[config.mk]
export PLATFORM = sky130hd
export DESIGN_NAME = wsnw_ctrl
export DESIGN_NICKNAME = d
export VERILOG_FILES = /design/src/rtl/core/wsnw_pkg.sv /design/src/rtl/core/wsnw_ctrl.sv
export SDC_FILE = /design/constraint.sdc
export NUM_CORES = 1
export LEC_CHECK = 0
export ABC_AREA = 1
export BUFFER_PORTS_ARGS = -buffer_cell sky130_fd_sc_hd__buf_2
export CAP_MARGIN = 0
export CORE_AREA = 5 5 42 44
export CTS_BUF_LIST = sky130_fd_sc_hd__clkbuf_8 sky130_fd_sc_hd__clkbuf_16
export CTS_CLUSTER_DIAMETER = 60
export DETAILED_ROUTE_END_ITERATION = 16
export DIE_AREA = 0 0 47 49
export HOLD_SLACK_MARGIN = 0.12
export PLACE_DENSITY_LB_ADDON = 0.05
export SYNTH_ARGS = -nofsm -noshare
export SYNTH_HDL_FRONTEND = slang
export SYNTH_SLANG_ARGS = --single-unit
[constraint.sdc]
create_clock -name i_clk -period 2.4 [get_ports i_clk]
set_clock_uncertainty 0.2 [all_clocks]
set_input_delay 0.72 -clock i_clk [delete_from_list [all_inputs] [get_ports i_clk]]
set_output_delay 0.72 -clock i_clk [all_outputs]
set_load 0.05 [all_outputs]
[src/rtl/core/wsnw_pkg.sv]
package wsnw_pkg;

    localparam int NumSegRegs   = 8;
    localparam int MaxSegDflt   = 8;
    localparam int RegW         = 41;
    localparam int MinW         = 11;
    localparam int SecW         = 20;
    localparam int DayW         = 3;
    localparam int IdxW         = 3;
    localparam int SecPerMin    = 60;
    localparam int SecPerDay    = 86400;
    localparam int DaysPerWeek  = 7;
    localparam logic [SecW-1:0] NoneSleep = 20'd3600;

    typedef enum logic [2:0] {
        ST_IDLE,
        ST_SEG,
        ST_DIV,
        ST_DAY,
        ST_CALC,
        ST_OUT
    } t_state;

    // controller to datapath
    typedef struct packed {
        logic load;
        logic seg_start;
        logic div_step;
        logic seg_eval;
        logic next_day;
        logic calc;
    } t_cmd;

    // datapath to controller
    typedef struct packed {
        logic seg_last;
        logic need_div;
        logic div_done;
        logic have;
        logic last_day;
    } t_status;

endpackage

[src/rtl/core/wsnw_ctrl.sv]
module wsnw_ctrl
    import wsnw_pkg::*;
(
    input  logic    i_clk,
    input  logic    i_rst_n,
    input  logic    i_in_valid,
    output logic    o_in_ready,
    output logic    o_out_valid,
    input  logic    i_out_ready,
    input  t_status i_status,
    output t_cmd    o_cmd
);

    t_state r_state, n_state;

    // state register
    always_ff @(posedge i_clk) begin
        if (!i_rst_n) begin
            r_state <= ST_IDLE;
        end else begin
            r_state <= n_state;
        end
    end

    // next state and commands
    always_comb begin
        n_state     = r_state;
        o_cmd       = '0;
        o_in_ready  = 1'b0;
        o_out_valid = 1'b0;
        unique case (r_state)
            ST_IDLE: begin
                o_in_ready = 1'b1;
                if (i_in_valid) begin
                    o_cmd.load = 1'b1;
                    n_state    = ST_SEG;
                end
            end
            ST_SEG: begin
                o_cmd.seg_start = 1'b1;
                n_state = i_status.need_div ? ST_DIV : ST_DAY;
            end
            ST_DIV: begin
                o_cmd.div_step = 1'b1;
                if (i_status.div_done) begin
                    n_state = ST_DAY;
                end
            end
            ST_DAY: begin
                o_cmd.seg_eval = 1'b1;
                if (i_status.seg_last) begin
                    if (i_status.have || i_status.last_day) begin
                        n_state = ST_CALC;
                    end else begin
                        o_cmd.next_day = 1'b1;
                        n_state = ST_SEG;
                    end
                end else begin
                    n_state = ST_SEG;
                end
            end
            ST_CALC: begin
                o_cmd.calc = 1'b1;
                n_state    = ST_OUT;
            end
            ST_OUT: begin
                o_out_valid = 1'b1;
                if (i_out_ready) begin
                    n_state = ST_IDLE;
                end
            end
            default: n_state = ST_IDLE;
        endcase
    end

endmodule

### Word level (Yosys, flattened, before mapping)

Cells that the tools add are included.

* output and inout port bits: 8
* flip-flop bits (word level): 3
* bits of input ports: 9

* eq/ne operators: 8
* muxes and demuxes: 17
* reductions and logical operators: 3

Operator list (count)
* $pmux 3 s6: 1
* $mux 3: 5
* $mux 1: 10
* $eq 3x2->1 const B: 2
* $eq 3x3->1 const B: 2
* $ne 2x2->1 const B: 3
* $eq 3x1->1 const B: 1
* $logic_not 3->1: 1
* $reduce_and 3->1: 1
* $mux 2: 1
* $logic_or 1x1->1: 1

### Longest topological paths before layout

Gate-level depths: netlist (run 1).

* depth in word-level cells: 4
* mapped depth: 7

### Least setup slack after synthesis (run 1)

Ideal clock, no wire load.

* path type: register -> output
* start point: register r_state[1]
* end point: output port o_cmd[1] (netlist name)
* path slack: -609 ps
* data arrival time: 2089 ps
* cell stages (with the launch flop): 5
* cells stage by stage: dfxtp_1 nand2_1 nor2_2 nand2_1 nor3_1

RTL lines
* start, declared: line wsnw_ctrl.sv:14 `t_state r_state, n_state;`
* start signal, assigned: line wsnw_ctrl.sv:21 `r_state <= n_state;`
* end, declared: line wsnw_ctrl.sv:11 `output t_cmd o_cmd`

==> reports/results.ini, run 1 <==
[yosys]
synth.net_count = 53
synth-seq-cells = 3
synthTopCellsByArea = dfxtp_1 (26%), inv_1 (19%), nand2_1 (13%), nand3_1 (8.6%), nor2_1 (8.0%)
syn_area_sq_um = 234
synth_common_cells = inv_1 (12), nand2_1 (8), nor2_1 (5), nand3_1 (4), dfxtp_1 (3)
yosysUniqueCellTypes = 12
yosys.area.top_type = dfxtp_1
synthArstFlopShare = 0
synth_cells = 44
synth.most_common_cell = inv_1
synth_edf_count = 0
synth_warnings = 0
yosysTopAreaCellShare = 0.257
syn_avg_cell_area_sq_um = 5.32
synth_flop_cell = dfxtp_1
synth_seq_area_share = 0.257

[critical_path]
setup.worst_path.start = r_state[1]
r2r_cells = 7
rrSetupSlack_ns = 1.08
r2r_start = r_state[1]
rr_endpoint = r_state[0]
endpoint = o_cmd[1]
start_kind = flip-flop
critPathKind = reg -> out
critPathArrivalTime_ns = 1.31
end_kind = output pin
cp_max_fo = 6
cp.required_ns = 1.48

[placed_design]
gp_congestion = 0.685
portBuffers = 16
dp_hpwl_um = 587
numPlacedInstances = 76
preCtsSetupSlack_ns = 0.205

[route]
viasPerCell = 3.93
drt_iter0_drc = 7
post-route-drc-count = 0
wirelength_um = 685
wl_per_cell_um = 8.56
drtAntennaViolNets = 0
dr.pass1.iters = 4
vias = 314

[grt]
grt_pass1_wl_mm = 1.28
grt_max_degree = 8
globalRouteOverflowTotal = 0
antenna_found_initial = 0
grt_pass1_vias = 317
grt_util_all_layers = 0.0745

[timing]
finalMaxSlewViolations = 0
hold_viol = 0
layout_min_cycle_time_ns = 2.23
worst_slack_ns = 0.167
final.period_utilization = 0.930
rsz0062_at_grt = no
tightestPinTransition_ns = 0.374
setup-violations-final = 0
relSlewSlack = 0.748
fmax_mhz = 448

[min_path]
hp-class = reg -> reg

[layout]
largest_register_ffs = 3
final_nets = 74
reg.largest.list = r_state x3
drive_gt1_frac = 0.359
regArea_sq_um = 60.1
diodes = 0
syn2layout_area_growth_pct = 67.9
fin_cells = 80
multiInputGateArea_sq_um = 133
num-fill-cells = 177
top_register = r_state

[clock_network]
clk_pin_slew_ns = 0.03
ctsHtreeMaxLevel = 1
cts_buffer_depth = 2
cts_tree = done
cts-root-buf = clkbuf_8
clock-sinks = 3
cts_made_buffers = 3
clkLatencyLatePin_ns = 0.21
ctsHoldBuffers = 0

[power]
netSwitchingFraction = 0.395
p_total_uw = 322
leakage_uw = 0.000244
power_frac_seq = 0.196
p_switching_uw = 127
peakVddDrop_mv = 0.315
power_density_nw_per_um2 = 821
comb_power_share = 0.366
p_int_uw = 195
pwr-share-clk = 0.439

[floorplanning]
row_count = 14
pin_count = 17
die_w_um = 47
die_y_um = 49
core_area_sq_um = 1400
start_util = 0.167
die-area_sq_um = 2300

[run_status]
status = completed

[job]
cap_violations = 0

-- worst min-delay path by stage --
stage	from	to	slack (ns)	cells past startpoint
3_5_place_dp	r_state[0]	r_state[1]	0.42	3
3_3_place_gp	r_state[0]	r_state[1]	0.44	3
6_report	r_state[0]	r_state[1]	0.41	3
4_1_cts	r_state[0]	r_state[1]	0.42	3
2_1_floorplan	r_state[0]	r_state[1]	0.37	3
5_1_grt	r_state[0]	r_state[1]	0.46	3
-- power by group through the flow --
stage                     logic [uW]  clock network [uW]  registers, uW
final                            118                 141           63.1
after floorplan                 91.2                   0           62.2
after CTS                        120                 146           63.3
after global placement           121                   0           64.7
after detailed placement         119                   0           64.0
after global routing             131                 151           64.2
-- what timing repair did --
action	CTS	global route
buffers inserted	0	0
gates resized for setup	0	1
endpoints found under the setup margin	0	1
-- critical path, stage by stage (launching register included) --
cell and delay (ns):
dfxtp_1 0.40, nand2_1 0.09, nor2_2 0.15, nand2_1 0.11
nor3_4 0.11, clkbuf_4 0.24
-- kinds of logic after synthesis --
| family | count (synthesis) | share of synthesized area |
|---|---|---|
| AO/OA/AOI/OAI | 6 | 0.128 |
| AND/OR/NAND/NOR | 21 | 0.390 |
| flip-flops | 3 | 0.257 |
| buffers and inverters | 14 | 0.225 |
-- layout by cell type (no fill, tap or decap), drive strengths merged --
cell type  instances
o21ai              4
nor2               6
dfxtp              3
clkbuf             4
buf               15
inv               15
nor3               2
nand2              8
nand3              4
a21oi              2
nor4               1
-- stage by stage --
step	setup TNS (ns)	utilization	area, sq um	hold slack, ns
after global routing	0	0.280	393	0.458
after global placement	0	0.246	345	0.440
after detailed placement	0	0.246	345	0.421
after floorplan	-0.122	-	245	0.370
final	0	0.280	393	0.414
after CTS	0	0.279	390	0.421
-- routing by layer --
metal	up-vias	part of all wire	GRT usage
met5	-	0	0
met3	0	0.086	0.0258
met1	135	0.38	0.0875
met2	6	0.53	0.113
li1	173	-	-
met4	0	0	0.0415
-- cell type report --
type	instances	area share
Sequential cell	3	0.153
Timing Repair Buffer	16	0.210
Clock buffer	3	0.105
Tap cell	16	0.0510
Inverter	14	0.134
Clock inverter	1	0.00955
Multi-Input combinational cell	27	0.338
Note: power is estimated with default switching activity, not from simulation.
==> run 2, diff against run 1 <==
Settings changed: GPL_TIMING_DRIVEN from default to 0.
==> run 2 against run 1 <==
Against the previous run:
- non-clock buffer count unchanged
- final cell count unchanged
- die area unchanged
- flip-flop and latch count unchanged
- via count down 4.5%
- routed wire length down 2.2%
- maximum frequency down 1.6%
- clock-buffer cell count unchanged
- setup slack worse by 0.036 ns
- sequential power about the same
- critical endpoint unchanged
- critical path type unchanged
==> reports/results.ini, run 2 (synthesis gave the netlist of run 1 again) <==
[clock_network]
cts_tree = done
cts_setup_buffers = 0
ctsHtreeMaxLevel = 1
clkLatencyLatePin_ns = 0.21
clk_pin_slew_ns = 0.03
clock-sinks = 3
cts_resized = 0
cts_buffer_depth = 2
ctsHoldBuffers = 0
cts_made_buffers = 3
cts-root-buf = clkbuf_8

[route]
vias = 300
dr.pass1.iters = 4
post-route-drc-count = 0
viasPerCell = 3.75
wl_per_cell_um = 8.38
drt_iter0_drc = 4
drtAntennaViolNets = 0
wirelength_um = 670

[critical_path]
path_cells = nand2_1, nor2_2, nand2_1, nor3_4, buf_2
cp_max_fo = 6
slowest_delay_ns = 0.41
critPathKind = reg -> out
cp_slowest_cell = dfxtp_1
start_kind = flip-flop
end_kind = output pin
cpLargestDelayFamily = simple AND/OR/NAND/NOR gates
cp_num_buf_inv = 1
critPathArrivalTime_ns = 1.35
cp.required_ns = 1.48
crit_top_cell = nand2_1

[layout]
reg.largest.list = r_state x3
diodes = 0
syn2layout_area_growth_pct = 66.8
num-fill-cells = 175
utilization = 0.279
design_area_sq_um = 390
final_nets = 74
layout_common_cells = buf_2 (16), inv_1 (13), nand2_1 (8)
drive_gt1_frac = 0.359
largest_register_ffs = 3
final_common_cell = buf_2
fin_cells = 80
top_register = r_state

[timing]
relSlewSlack = 0.742
setup-tns-final_ns = 0
fmax_mhz = 441
hold_viol = 0
tightestPinTransition_ns = 0.384
rsz0062_at_grt = no
setup-violations-final = 0
layout_min_cycle_time_ns = 2.27
finalMaxSlewViolations = 0
final.period_utilization = 0.945

[floorplanning]
pin_count = 17
die_w_um = 47
start_util = 0.167
die-area_sq_um = 2300
die_y_um = 49
core_area_sq_um = 1400
row_count = 14

[placed_design]
detailed_place.area_sq_um = 345
portBuffers = 16
numPlacedInstances = 76
dp_hpwl_um = 584
gp_congestion = 0.710

[job]
cap_violations = 0

[grt]
grt_pass1_wl_mm = 1.16
grt_pass1_vias = 306
globalRouteOverflowTotal = 0
grt_max_degree = 8
antenna_found_initial = 0
grt_util_all_layers = 0.0661

[run_status]
status = completed

[min_path]
hp-class = reg -> reg

[power]
power_density_nw_per_um2 = 818
peakVddDrop_mv = 0.293
leakage_uw = 0.000245

-- run 2: cell count changes in the layout (fill, tap and decap cells not counted), sizes merged --
cell and delta:
buf +1, clkbuf -1
-- run 2: worst min-delay path, stage by stage (launching register included) --
cell and delay, ns:
dfxtp_1 0.35, inv_2 0.07, nand2_1 0.09, a21oi_1 0.06
-- run 2: worst paths after layout --
check,from,endpoint,slack [ns],cells past startpoint
worst max register to register,r_state[1],r_state[0],1.09,7
worst max-delay path,r_state[1],o_cmd[1],0.13,5
worst min register to register,r_state[0],r_state[1],0.42,3
worst min-delay path,r_state[0],r_state[1],0.42,3
-- run 2: final cells by class --
class                           instances  area, sq um  share of cell area
Clock buffer                            3         41.3               0.106
Sequential cell                         3         60.1               0.154
Tap cell                               16         20.0              0.0513
Multi-Input combinational cell         27          133               0.340
Clock inverter                          1         3.75             0.00962
Timing Repair Buffer                   16         80.1               0.205
Inverter                               14         52.6               0.135
-- run 2: metal layers --
metal  track usage  wire (um)  vias to the layer above
li1              -          -                      172
met1        0.0786        289                      122
met2        0.0995        326                        6
met3        0.0295         55                        0
met4        0.0276          0                        0
met5             0          0                        -
-- run 2: power breakdown --
group          total, uW  internal, uW  switching (uW)
Combinational        117          29.9            87.6
Sequential          63.4          56.2            7.19
Clock                139           109            30.0
-- run 2: stage by stage --
| step | hold WS [ns] | power (uW) | setup WS [ns] |
|---|---|---|---|
| 2_1_floorplan | 0.370 | 153 | -0.0691 |
| 3_3_place_gp | 0.443 | 185 | 0.209 |
| 3_5_place_dp | 0.436 | 184 | 0.211 |
| 4_1_cts | 0.441 | 325 | 0.124 |
| 5_1_grt | 0.490 | 346 | 0.0219 |
| 6_report | 0.425 | 319 | 0.131 |
