File: src/rtl/core/wsnw_pkg.sv
package wsnw_pkg;

    localparam int NumSegRegs   = 8;
    localparam int MaxSegDflt   = 8;
    localparam int RegW         = 41;
    localparam int MinW         = 11;
    localparam int SecW         = 20;
    localparam int DayW         = 3;
    localparam int IdxW         = 3;
    localparam int SecPerMin    = 60;
    localparam int SecPerDay    = 86400;
    localparam int DaysPerWeek  = 7;
    localparam logic [SecW-1:0] NoneSleep = 20'd3600;

    typedef enum logic [2:0] {
        ST_IDLE,
        ST_SEG,
        ST_DIV,
        ST_DAY,
        ST_CALC,
        ST_OUT
    } t_state;

    // controller to datapath
    typedef struct packed {
        logic load;
        logic seg_start;
        logic div_step;
        logic seg_eval;
        logic next_day;
        logic calc;
    } t_cmd;

    // datapath to controller
    typedef struct packed {
        logic seg_last;
        logic need_div;
        logic div_done;
        logic have;
        logic last_day;
    } t_status;

endpackage

File: src/rtl/core/wsnw_dp.sv
module wsnw_dp
    import wsnw_pkg::*;
#(
    parameter int MAX_SEGMENTS = MaxSegDflt
) (
    input  logic            i_clk,
    input  logic            i_rst_n,
    input  logic            i_cfg_we,
    input  logic [IdxW-1:0] i_cfg_idx,
    input  logic [RegW-1:0] i_cfg_data,
    input  logic [2:0]      i_wday,
    input  logic [MinW-1:0] i_min,
    input  logic [5:0]      i_sec,
    input  t_cmd            i_cmd,
    output t_status         o_status,
    output logic            o_found,
    output logic [DayW-1:0] o_day_offset,
    output logic [MinW-1:0] o_wake_minute,
    output logic [SecW-1:0] o_sleep_seconds
);

    localparam int SegLast = MAX_SEGMENTS - 1;

    logic [RegW-1:0] r_seg [NumSegRegs];
    logic [2:0]      r_day;
    logic [DayW-1:0] r_off;
    logic [IdxW-1:0] r_s;
    logic [MinW-1:0] r_min;
    logic [5:0]      r_sec;
    logic            r_have;
    logic [MinW-1:0] r_best;
    // shared restoring divider
    logic [MinW-1:0] r_quo, r_rem, r_dvd;
    logic [3:0]      r_cnt;
    logic            r_phase;   // 0: steps divide, 1: position divide
    logic [MinW-1:0] r_steps;

    logic [RegW-1:0] seg;
    logic            en, dayok;
    logic [MinW-1:0] st, en_m, iv;
    logic            ge, need_steps, need_pos;
    logic [MinW:0]   rem_sh;
    logic [MinW+1:0] trial;
    logic [MinW-1:0] quo_nx, rem_nx;

    logic [MinW-1:0] cand_c, steps_c, k_c;
    logic [MinW:0]   k_full;
    logic [21:0]     kiv;
    logic            cand_ok;

    logic signed [22:0] wake_s, now_s, diff_s;
    logic [SecW-1:0]    sleep_c;

    // segment field decode
    always_comb begin
        seg        = r_seg[r_s];
        en         = seg[0];
        dayok      = seg[4'd1 + {1'b0, r_day}];
        st         = seg[18:8];
        en_m       = seg[29:19];
        iv         = seg[40:30];
        ge         = en_m >= st;
        need_steps = (r_off == '0) && en && dayok && iv != '0 && ge;
        need_pos   = (r_off == '0) && en && dayok && iv != '0 && st <= r_min;
        rem_sh     = {r_rem, r_dvd[MinW-1]};
        trial      = {1'b0, rem_sh} - {2'b00, iv};
        quo_nx     = {r_quo[MinW-2:0], !trial[MinW+1]};
        rem_nx     = trial[MinW+1] ? rem_sh[MinW-1:0] : trial[MinW-1:0];
    end

    // configuration registers
    always_ff @(posedge i_clk) begin
        if (!i_rst_n) begin
            for (int i = 0; i < NumSegRegs; i++) r_seg[i] <= '0;
        end else if (i_cfg_we) begin
            r_seg[i_cfg_idx] <= i_cfg_data;
        end
    end

    // search datapath
    always_ff @(posedge i_clk) begin
        if (i_cmd.load) begin
            r_day  <= (i_wday == 3'd7) ? 3'd0 : i_wday;
            r_off  <= '0;
            r_s    <= '0;
            r_min  <= i_min;
            r_sec  <= i_sec;
            r_have <= 1'b0;
            r_best <= '0;
        end
        if (i_cmd.seg_start) begin
            r_phase <= !need_steps;
            r_dvd   <= need_steps ? en_m - st : r_min - st;
            r_rem   <= '0;
            r_quo   <= '0;
            r_cnt   <= '0;
            r_steps <= '0;
        end
        if (i_cmd.div_step) begin
            if (r_cnt == 4'(MinW - 1) && !r_phase && need_pos) begin
                r_steps <= quo_nx;
                r_phase <= 1'b1;
                r_dvd   <= r_min - st;
                r_rem   <= '0;
                r_quo   <= '0;
                r_cnt   <= '0;
            end else begin
                r_dvd <= {r_dvd[MinW-2:0], 1'b0};
                r_rem <= rem_nx;
                r_quo <= quo_nx;
                r_cnt <= r_cnt + 4'd1;
                if (r_cnt == 4'(MinW - 1) && !r_phase) begin
                    r_steps <= quo_nx;
                end
            end
        end
        if (i_cmd.seg_eval) begin
            if (cand_ok && (!r_have || cand_c < r_best)) begin
                r_best <= cand_c;
                r_have <= 1'b1;
            end
            r_s <= (r_s == IdxW'(SegLast)) ? '0 : r_s + 1'b1;
            if (i_cmd.next_day) begin
                r_off <= r_off + 1'b1;
                r_day <= (r_day == 3'(DaysPerWeek - 1)) ? 3'd0 : r_day + 3'd1;
            end
        end
        if (i_cmd.calc) begin
            o_found         <= r_have;
            o_day_offset    <= r_have ? r_off : '0;
            o_wake_minute   <= r_have ? r_best : '0;
            o_sleep_seconds <= r_have ? sleep_c : NoneSleep;
        end
    end

    // candidate for current segment (quotient valid after the divides)
    always_comb begin
        steps_c = (iv == '0 || !ge) ? '0 : r_steps;
        k_full  = (st > r_min) ? '0 : ({1'b0, r_quo} + 12'd1);
        k_c     = k_full[MinW-1:0];
        kiv     = 22'(k_c) * 22'(iv);
        cand_c  = (r_off == '0) ? MinW'({11'd0, st} + kiv) : st;
        cand_ok = en && dayok;
        if (r_off == '0) begin
            if (iv != '0 && !ge && (st - en_m) >= iv) cand_ok = 1'b0;
            if (st <= r_min && iv == '0) cand_ok = 1'b0;
            if (k_full > {1'b0, steps_c}) cand_ok = 1'b0;
        end
    end

    // sleep seconds
    always_comb begin
        wake_s  = 23'(r_off) * 23'(SecPerDay) + 23'(r_best) * 23'(SecPerMin);
        now_s   = 23'(r_min) * 23'(SecPerMin) + 23'(r_sec);
        diff_s  = wake_s - now_s;
        sleep_c = diff_s[22] ? '0 : diff_s[SecW-1:0];
    end

    always_comb begin
        o_status.seg_last = (r_s == IdxW'(SegLast));
        o_status.need_div = need_steps || need_pos;
        o_status.div_done = (r_cnt == 4'(MinW - 1)) && (r_phase || !need_pos);
        o_status.have     = r_have || (cand_ok && i_cmd.seg_eval);
        o_status.last_day = (r_off == 3'd7);
    end

endmodule

File: config.mk
export PLATFORM = sky130hd
export DESIGN_NAME = wsnw_dp
export DESIGN_NICKNAME = d
export VERILOG_FILES = /design/src/rtl/core/wsnw_pkg.sv /design/src/rtl/core/wsnw_dp.sv
export SDC_FILE = /design/constraint.sdc
export NUM_CORES = 1
export LEC_CHECK = 0
export BUFFER_PORTS_ARGS = -buffer_cell sky130_fd_sc_hd__buf_4
export CORE_MARGIN = 8
export CORE_UTILIZATION = 45
export CTS_CLUSTER_SIZE = 16
export DETAILED_ROUTE_END_ITERATION = 10
export SLEW_MARGIN = 10
export SYNTH_ARGS = -nofsm -noshare
export SYNTH_HDL_FRONTEND = slang
export SYNTH_SLANG_ARGS = --single-unit
File: constraint.sdc
create_clock -name i_clk -period 14.5 [get_ports i_clk]
set_input_delay 2.175 -clock i_clk [delete_from_list [all_inputs] [get_ports i_clk]]
set_output_delay 2.175 -clock i_clk [all_outputs]
set_load 0.005 [all_outputs]
# ---- After elaboration in Yosys (flattened, before gate mapping)
# Memories as Yosys holds them, arrays and structs flattened. A register that Yosys moved wholly into a read port is not among the register bits.
# Index checks and enable logic that the tools add are counted.
# Widths: inputs -> output; s select.
dict set report word_totals {
  inputBits 73
  n_memories 1
  latchBits 0
  rom_bits 0
  elab_cells 137
  ff_bits 122
  ramBits 328
}
dict set report classes {
  magnitude_cmp 7
  muxes 55
  eq_ne 5
  n_div 0
  n_reduce_logical 32
  bitwise_logic 1
  n_shift 0
  n_addsub 14
  multipliers 4
}
# memory depth width read_ports rd_ports_with_merged_regs write_ports line_no
set mem_list {}
lappend mem_list {r_seg 8 41 1 1 8 wsnw_dp.sv:24} ;# logic [RegW-1:0] r_seg [NumSegRegs];
# cell n
set ops {}
lappend ops {{$mux 11} 19}
lappend ops {{$mux 41} 1}
lappend ops {{$reduce_or 41->1} 1}
lappend ops {{$mux 3} 13}
lappend ops {{$sub 11x11->11} 3}
lappend ops {{$mul 11x4->15 const B} 2}
lappend ops {{$mux 12} 2}
lappend ops {{$ge 11x11->1} 2}
lappend ops {{$sub 21x18->22} 1}
lappend ops {{$add 20x17->21} 1}
lappend ops {{$add 17x6->18} 1}
lappend ops {{$mux 1} 16}
lappend ops {{$logic_and 1x1->1} 14}
lappend ops {{$mul 3x10->13 const B} 1}
lappend ops {{$sub 12x11->13} 1}
lappend ops {{$add 11x1->12 const B} 1}
lappend ops {{$eq 3x3->1 const B} 4}
lappend ops {{$gt 12x11->1} 1}
lappend ops {{$mux 4} 3}
lappend ops {{$add 11x11->11} 1}
lappend ops {{$gt 11x11->1} 1}
lappend ops {{$le 11x11->1} 1}
lappend ops {{$logic_not 11->1} 1}
lappend ops {{$lt 11x11->1} 1}
lappend ops {{other kinds (14)} 26}

# ---- Depth between registers and ports, before layout
# Gate-level depths: netlist of run 1.
dict set report depth {
  word_depth 11
  mapped_depth 43
  ltp_nobuf 39
}

# ---- Least setup slack after synthesis of run 1
# OpenSTA, ideal clock, no wires.
dict set report synth_timing {
  path_kind {register to register}
  start {register (tool-made name)}
  end {register r_best[2]}
  setup_ns 0.121
  period_less_slack_ns 8.997
  t_arrival_ns 8.875
  setup_slack_ns 5.503
  stages_incl_launch_ff 38
  n_path_buf 6
  path_cell_list {dfxtp_1 -> buf_4 -> buf_6 -> buf_2 -> buf_2 -> mux4_2 -> mux2i_1 -> ha_1 -> nor2b_1 -> o21ai_0 -> nand2b_1 -> a21oi_1 -> nor2_1 -> nor2_1 -> clkbuf_1 -> nand2b_1 -> nor2_1 -> fa_1 -> [2 not listed] -> inv_1 -> fa_1 -> fa_1 -> inv_1 -> ha_1 -> inv_1 -> o21bai_1 -> a21oi_1 -> o21ai_0 -> xnor3_1 -> xnor3_1 -> nor2_1 -> a221oi_2 -> ha_1 -> a21oi_1 -> o21ai_2 -> buf_6 -> mux2_4}
}
# item line_no
set synth_rtl {}
lappend synth_rtl {{to (signal assigned)} wsnw_dp.sv:119} ;# r_best <= cand_c;
lappend synth_rtl {{to (decl)} wsnw_dp.sv:31} ;# logic [MinW-1:0] r_best;

==> results of run 1 <==
cells by family (layout without fill, tap and decap cells):
logic type      Yosys count  in the layout  share of synthesized area
mux                     142            142                     0.0846
fa+ha+maj               289            289                      0.154
xor+xnor                 90             90                     0.0295
simple gates            810            810                      0.154
other cells               0              4                          0
compound gates          282            282                     0.0648
flops                   453            453                      0.472
buf+inv                 280            423                     0.0408
stage by stage:
| step | power (W) | hold WS (ns) | cells | setup slack, ns | utilization |
|---|---|---|---|---|---|
| finish | 0.00676 | 0.479 | 3330 | 4.05 | 0.511 |
| global route | 0.00735 | 0.505 | 3326 | 3.32 | 0.511 |
| CTS | 0.00683 | 0.482 | 3326 | 4.00 | 0.511 |
| detailed placement | 0.00552 | 0.471 | 3236 | 4.10 | 0.484 |
| global placement | 0.00546 | 0.461 | 3236 | 4.29 | 0.484 |
| floorplan | 0.00463 | 0.442 | 2346 | 5.50 | - |
layout by cell type (no fill, tap or decap), drive strengths merged, types with 71 or more instances in the layout:
cell	count
mux4	71
nand2	145
buf	141
nor2	151
edfxtp	420
inv	192
and2	339
o21ai	88
fa	96
ha	193
worst reg2reg max path: cells and delay by family (launching register included):
family                   cells  cell delay, ns
AO/OA/AOI/OAI                8            1.76
XOR/XNOR                     2            0.82
adder cells (fa/ha/maj)      8            3.16
buffers and inverters        5            1.09
flip-flops                   1            0.80
multiplexers                 1            0.41
AND/OR/NAND/NOR             10            2.29
layout make-up:
type | count | area, um^2
Inverter | 192 | 721
Multi-Input combinational cell | 1613 | 13800
Fill cell | 5526 | 30200
Antenna cell | 4 | 10.0
Tap cell | 837 | 1050
Clock inverter | 32 | 333
Clock buffer | 58 | 1300
Timing Repair Buffer | 141 | 1060
Sequential cell | 453 | 13300
per-layer routing:
metal / vias up / track usage
met3: 82 / 0.0303
met2: 410 / 0.348
met4: 0 / 0.0488
met5: - / 0
li1: 8473 / -
met1: 9253 / 0.273
registers in the layout, indices dropped and copies added, names as in the netlist, 3 cells and up, named ones only:
name	cells
o_day_offset	3
o_sleep_seconds	20
o_wake_minute	11
r_best	11
r_cnt	4
r_day	3
r_dvd	11
r_min	11
r_off	3
r_quo	11
r_rem	11
r_s	3
r_sec	6
r_seg	328
r_steps	11
final timing paths:
kind                       from                 end  slack (ns)  cells after the start
max                    register   r_best[1]$_DFF_P_        4.05                     34
min          r_steps[5]$_DFF_P_  r_steps[5]$_DFF_P_        0.48                      2
max reg2reg            register   r_best[1]$_DFF_P_        4.05                     34
min reg2reg  r_steps[5]$_DFF_P_  r_steps[5]$_DFF_P_        0.48                      2
where the power goes:
part           leakage, nW  switching (W)  internal, W
clock network        0.807       0.000540     0.000737
logic                 7.52        0.00211      0.00166
registers             4.36       0.000126      0.00159
total                 12.7        0.00278      0.00399
==> results.toml, run 1 <==
[die]
initial_core_util = 0.455
rows = 91
dieWidth_um = 266
core-area_um2 = 61700
die-area_um2 = 70700
num_io_pins = 113
die_h_um = 266

[cts]
clk_pin_slew_worst_paths_ns = 0.06
cts_hold_buf = 0
cts-buffers-inserted = 50
tritoncts = "done"
cts_buffer_depth = 3
cts_setup_buffers = 0
cts_root_buf = "clkbuf_16"
clock_sinks = 453
cts-htree-levels = 2
cts_resized = 0
worstSkewPairLatency_ns = 0.61

[critical_path]
critPathMaxStageDelay_ns = 0.80
cp.arrival_ns = 10.92
critPathBufInv = 5
critPathMostFrequentCell = "nor2_1"
cp_data_required_time_ns = 14.98
start_kind = "register"
setup.worst_path.class = "reg -> reg"
cp_top_family = "adder cells"
crit_path_max_fanout = 40
crit_slowest_cell = "dfxtp_4"
endpoint_kind = "register"

[sta]
setup-tns-final_ns = 0
rsz0062_at_grt = "false"
setup_viol_count_final = 0
slew_viol_final = 0
slew_headroom = 0.278
worstMarginPinSlew_ns = 1.08
clock.fmax_mhz = 95.7
worst_clock_skew_ns = 0.0209
period_share = 0.720
hold_viol_final = 0
period_needed_ns = 10.45

[hold_path]
hp-class = "reg -> reg"

[synth]
ys_ff_latch = 453
synth-async-reset-ratio = 0
synth_top_area_cell = "edfxtp_1"
synth_area_per_cell_um2 = 12.0
yosysWarnings = 0
ys_seq_area_frac = 0.472
synthCells = 2346
synth_top_cell_area_share = 0.449
yosys-top-cells-count = "420 x edfxtp_1, 339 x and2_1, 193 x ha_1, 189 x inv_1, 150 x nor2_1"
synth_most_common_cell = "edfxtp_1"
yosys-top-cells-area = "edfxtp_1 45%, ha_1 8.6%, and2_1 7.5%"
synth_edf_count = 420
synth_ff_type = "edfxtp_1"
synth_cell_types = 84
netlist_area_um2 = 28100
synth_nets = 2708

[finish]
area_delta_synth_final_pct = 12.2
drive_above_1_share = 0.137
fin_nets = 2813
fin_area_um2 = 31500

[global_route]
gr-total-overflow = 0
grt_usage = 0.204
grt_pass1_vias = 18548
antenna_found_initial = 3
grt_pass1_wl_mm = 112
grt_max_degree = 49

[power]
ir_drop_uv = 287
leakage_nw = 12.7
power-per-cell-area_nw_per_um2 = 214

[detailed_routing]
wl_met1_mm = 31.7
antenna_left = 0
firstDrtPassIters = 6
wl_met2_mm = 36.0
routed_via_density = 5.47
routed_wl_mm = 72.9
wl_met3_mm = 3.67
wire_per_inst_um = 21.9
drt_iter0_markers = 1282
num_vias = 18218
top_layer = "met4"
drc = 0

[status]
outcome = "finished clean"

[placed_design]
place_area_um2 = 29900
gp_congestion = 0.933
port_buffers = 112
dp_hpwl_mm = 49.2

[flow_run]
max-cap-violations = 0
Power figures use the tool's default switching activity.
==> run 2, diff against run 1 <==
==> constraint.sdc (replaced) <==
create_clock -name i_clk -period 9.56 [get_ports i_clk]
set_input_delay 1.434 -clock i_clk [delete_from_list [all_inputs] [get_ports i_clk]]
set_output_delay 1.434 -clock i_clk [all_outputs]
set_load 0.005 [all_outputs]
==> results.toml, run 2 (same netlist as run 1, synthesis figures left out) <==
[status]
outcome = "finished clean"

[sta]
slew_viol_final = 0
rsz0062_at_grt = "false"
period_needed_ns = 8.95
setup_viol_count_final = 0
fin_ws_ns = 0.606
period_share = 0.937
holdWs_ns = 0.484
clock.fmax_mhz = 112
worstMarginPinSlew_ns = 1.09
setup-tns-final_ns = 0
hold_viol_final = 0
worst_clock_skew_ns = 0.0417
slew_headroom = 0.273

[global_route]
grt_usage = 0.208
grt_pass1_vias = 18895
grt_max_degree = 43
antenna_found_initial = 1
grt_pass1_wl_mm = 113
gr-total-overflow = 0

[cts]
tritoncts = "done"
cts_buffer_depth = 3
worstSkewPairLatency_ns = 0.63
cts_root_buf = "clkbuf_16"
cts_setup_buffers = 0
clock_sinks = 453
cts-buffers-inserted = 51
clk_pin_slew_worst_paths_ns = 0.06
cts-htree-levels = 2

[detailed_routing]
routed_wl_mm = 73.7
wire_per_inst_um = 22.0
firstDrtPassIters = 7
num_vias = 18251
routed_via_density = 5.46
drt_iter0_markers = 1259
antenna_left = 0
drc = 0

[die]
core-area_um2 = 61700
rows = 91
num_io_pins = 113
dieWidth_um = 266
initial_core_util = 0.455
die_h_um = 266
die-area_um2 = 70700

[finish]
area_delta_synth_final_pct = 12.9
final_common_cell = "edfxtp_1"
drive_above_1_share = 0.144
largest_register_ffs = 328
diodes = 0
top_register = "r_seg"
fin_nets = 2828
top_regs = "r_seg (328), o_sleep_seconds (20)"
layout_common_cells = "420 x edfxtp_1, 339 x and2_1, 193 x ha_1, 189 x inv_1, 155 x buf_4"
post_layout_nonfiller_instances = 3343
fin_area_um2 = 31700

[power]
p_clk_frac = 0.193
p_comb_frac = 0.556
leakage_nw = 12.8
p_seq_frac = 0.251
power-per-cell-area_nw_per_um2 = 325
p_sw_w = 0.00423
intPower_w = 0.00610
switching_share = 0.409
ir_drop_uv = 421

[critical_path]
crit_path_max_fanout = 26
cp_data_required_time_ns = 10.06
critPathMostFrequentCell = "fa_1"
crit_slowest_cell = "dfxtp_4"
setup.worst_path.class = "reg -> reg"
critPathBufInv = 4
critPathMaxStageDelay_ns = 0.63
cp.arrival_ns = 9.46
cp_top_family = "adder cells"
endpoint_kind = "register"
start_kind = "register"

[placed_design]
place_area_um2 = 30000
dp_hpwl_mm = 50.9
gp_congestion = 0.893
dp_slack_ns = 0.458
port_buffers = 112
dp.cells = 3250

[flow_run]
max-cap-violations = 0

[hold_path]
hp-class = "reg -> reg"
[run 2: per-stage QoR]
step,total power (W),utilization
after floorplan,0.00702,-
after CTS,0.0104,0.514
after global placement,0.00827,0.486
final,0.0103,0.514
after global routing,0.0112,0.514
after detailed placement,0.00837,0.486
[run 2: final cells by class]
type / count / area, um^2
fillers: 5434 / 30000
flip-flops and latches: 453 / 13300
inverters: 192 / 721
well taps: 837 / 1050
multi-input cells: 1613 / 13800
clock buffers: 55 / 1290
repair buffers: 155 / 1160
clock inverters: 38 / 425
[run 2: power by group through the flow]
stage / sequential (W) / combinational, W / clock, W
after floorplan: 0.00256 / 0.00446 / 0
after global placement: 0.00263 / 0.00564 / 0
after detailed placement: 0.00264 / 0.00573 / 0
after CTS: 0.00260 / 0.00579 / 0.00203
after global routing: 0.00262 / 0.00651 / 0.00211
final: 0.00259 / 0.00574 / 0.00200
[run 2: what timing repair did]
item | 4_1_cts | 5_1_grt
endpoints found under the setup margin | 0 | 10
gates resized for setup | 0 | 1
hold buffers | 0 | 0
[run 2: path summary, 6_finish.rpt]
kind	slack, ns	cells after the start	endpoint	startpoint
worst max-delay path	0.61	30	r_best[1]$_DFF_P_	register
worst min-delay path	0.48	2	r_steps[5]$_DFF_P_	r_steps[5]$_DFF_P_
worst max register to register	0.61	30	r_best[1]$_DFF_P_	register
worst min register to register	0.48	2	r_steps[5]$_DFF_P_	r_steps[5]$_DFF_P_
[run 2: worst reg2reg max path, delay by kind of cell, from the launching register on]
family	cells	cell delay [ns]
AOI/OAI and AO/OA	8	1.40
xor gates and xnor gates	2	0.79
adders and majority gates	8	3.40
buffers and inverters	4	0.61
DFF	1	0.63
muxes	3	1.30
and+or+nand+nor	5	0.71
[run 2: per-layer routing]
layer	global-route usage	part of all wire	vias to the layer above	wire [um]
li1	-	-	8504	-
met1	0.270	0.43	9163	31700
met2	0.364	0.50	466	36800
met3	0.0256	0.047	116	3460
met4	0.0581	0.024	2	1770
met5	0	0.00016	-	12
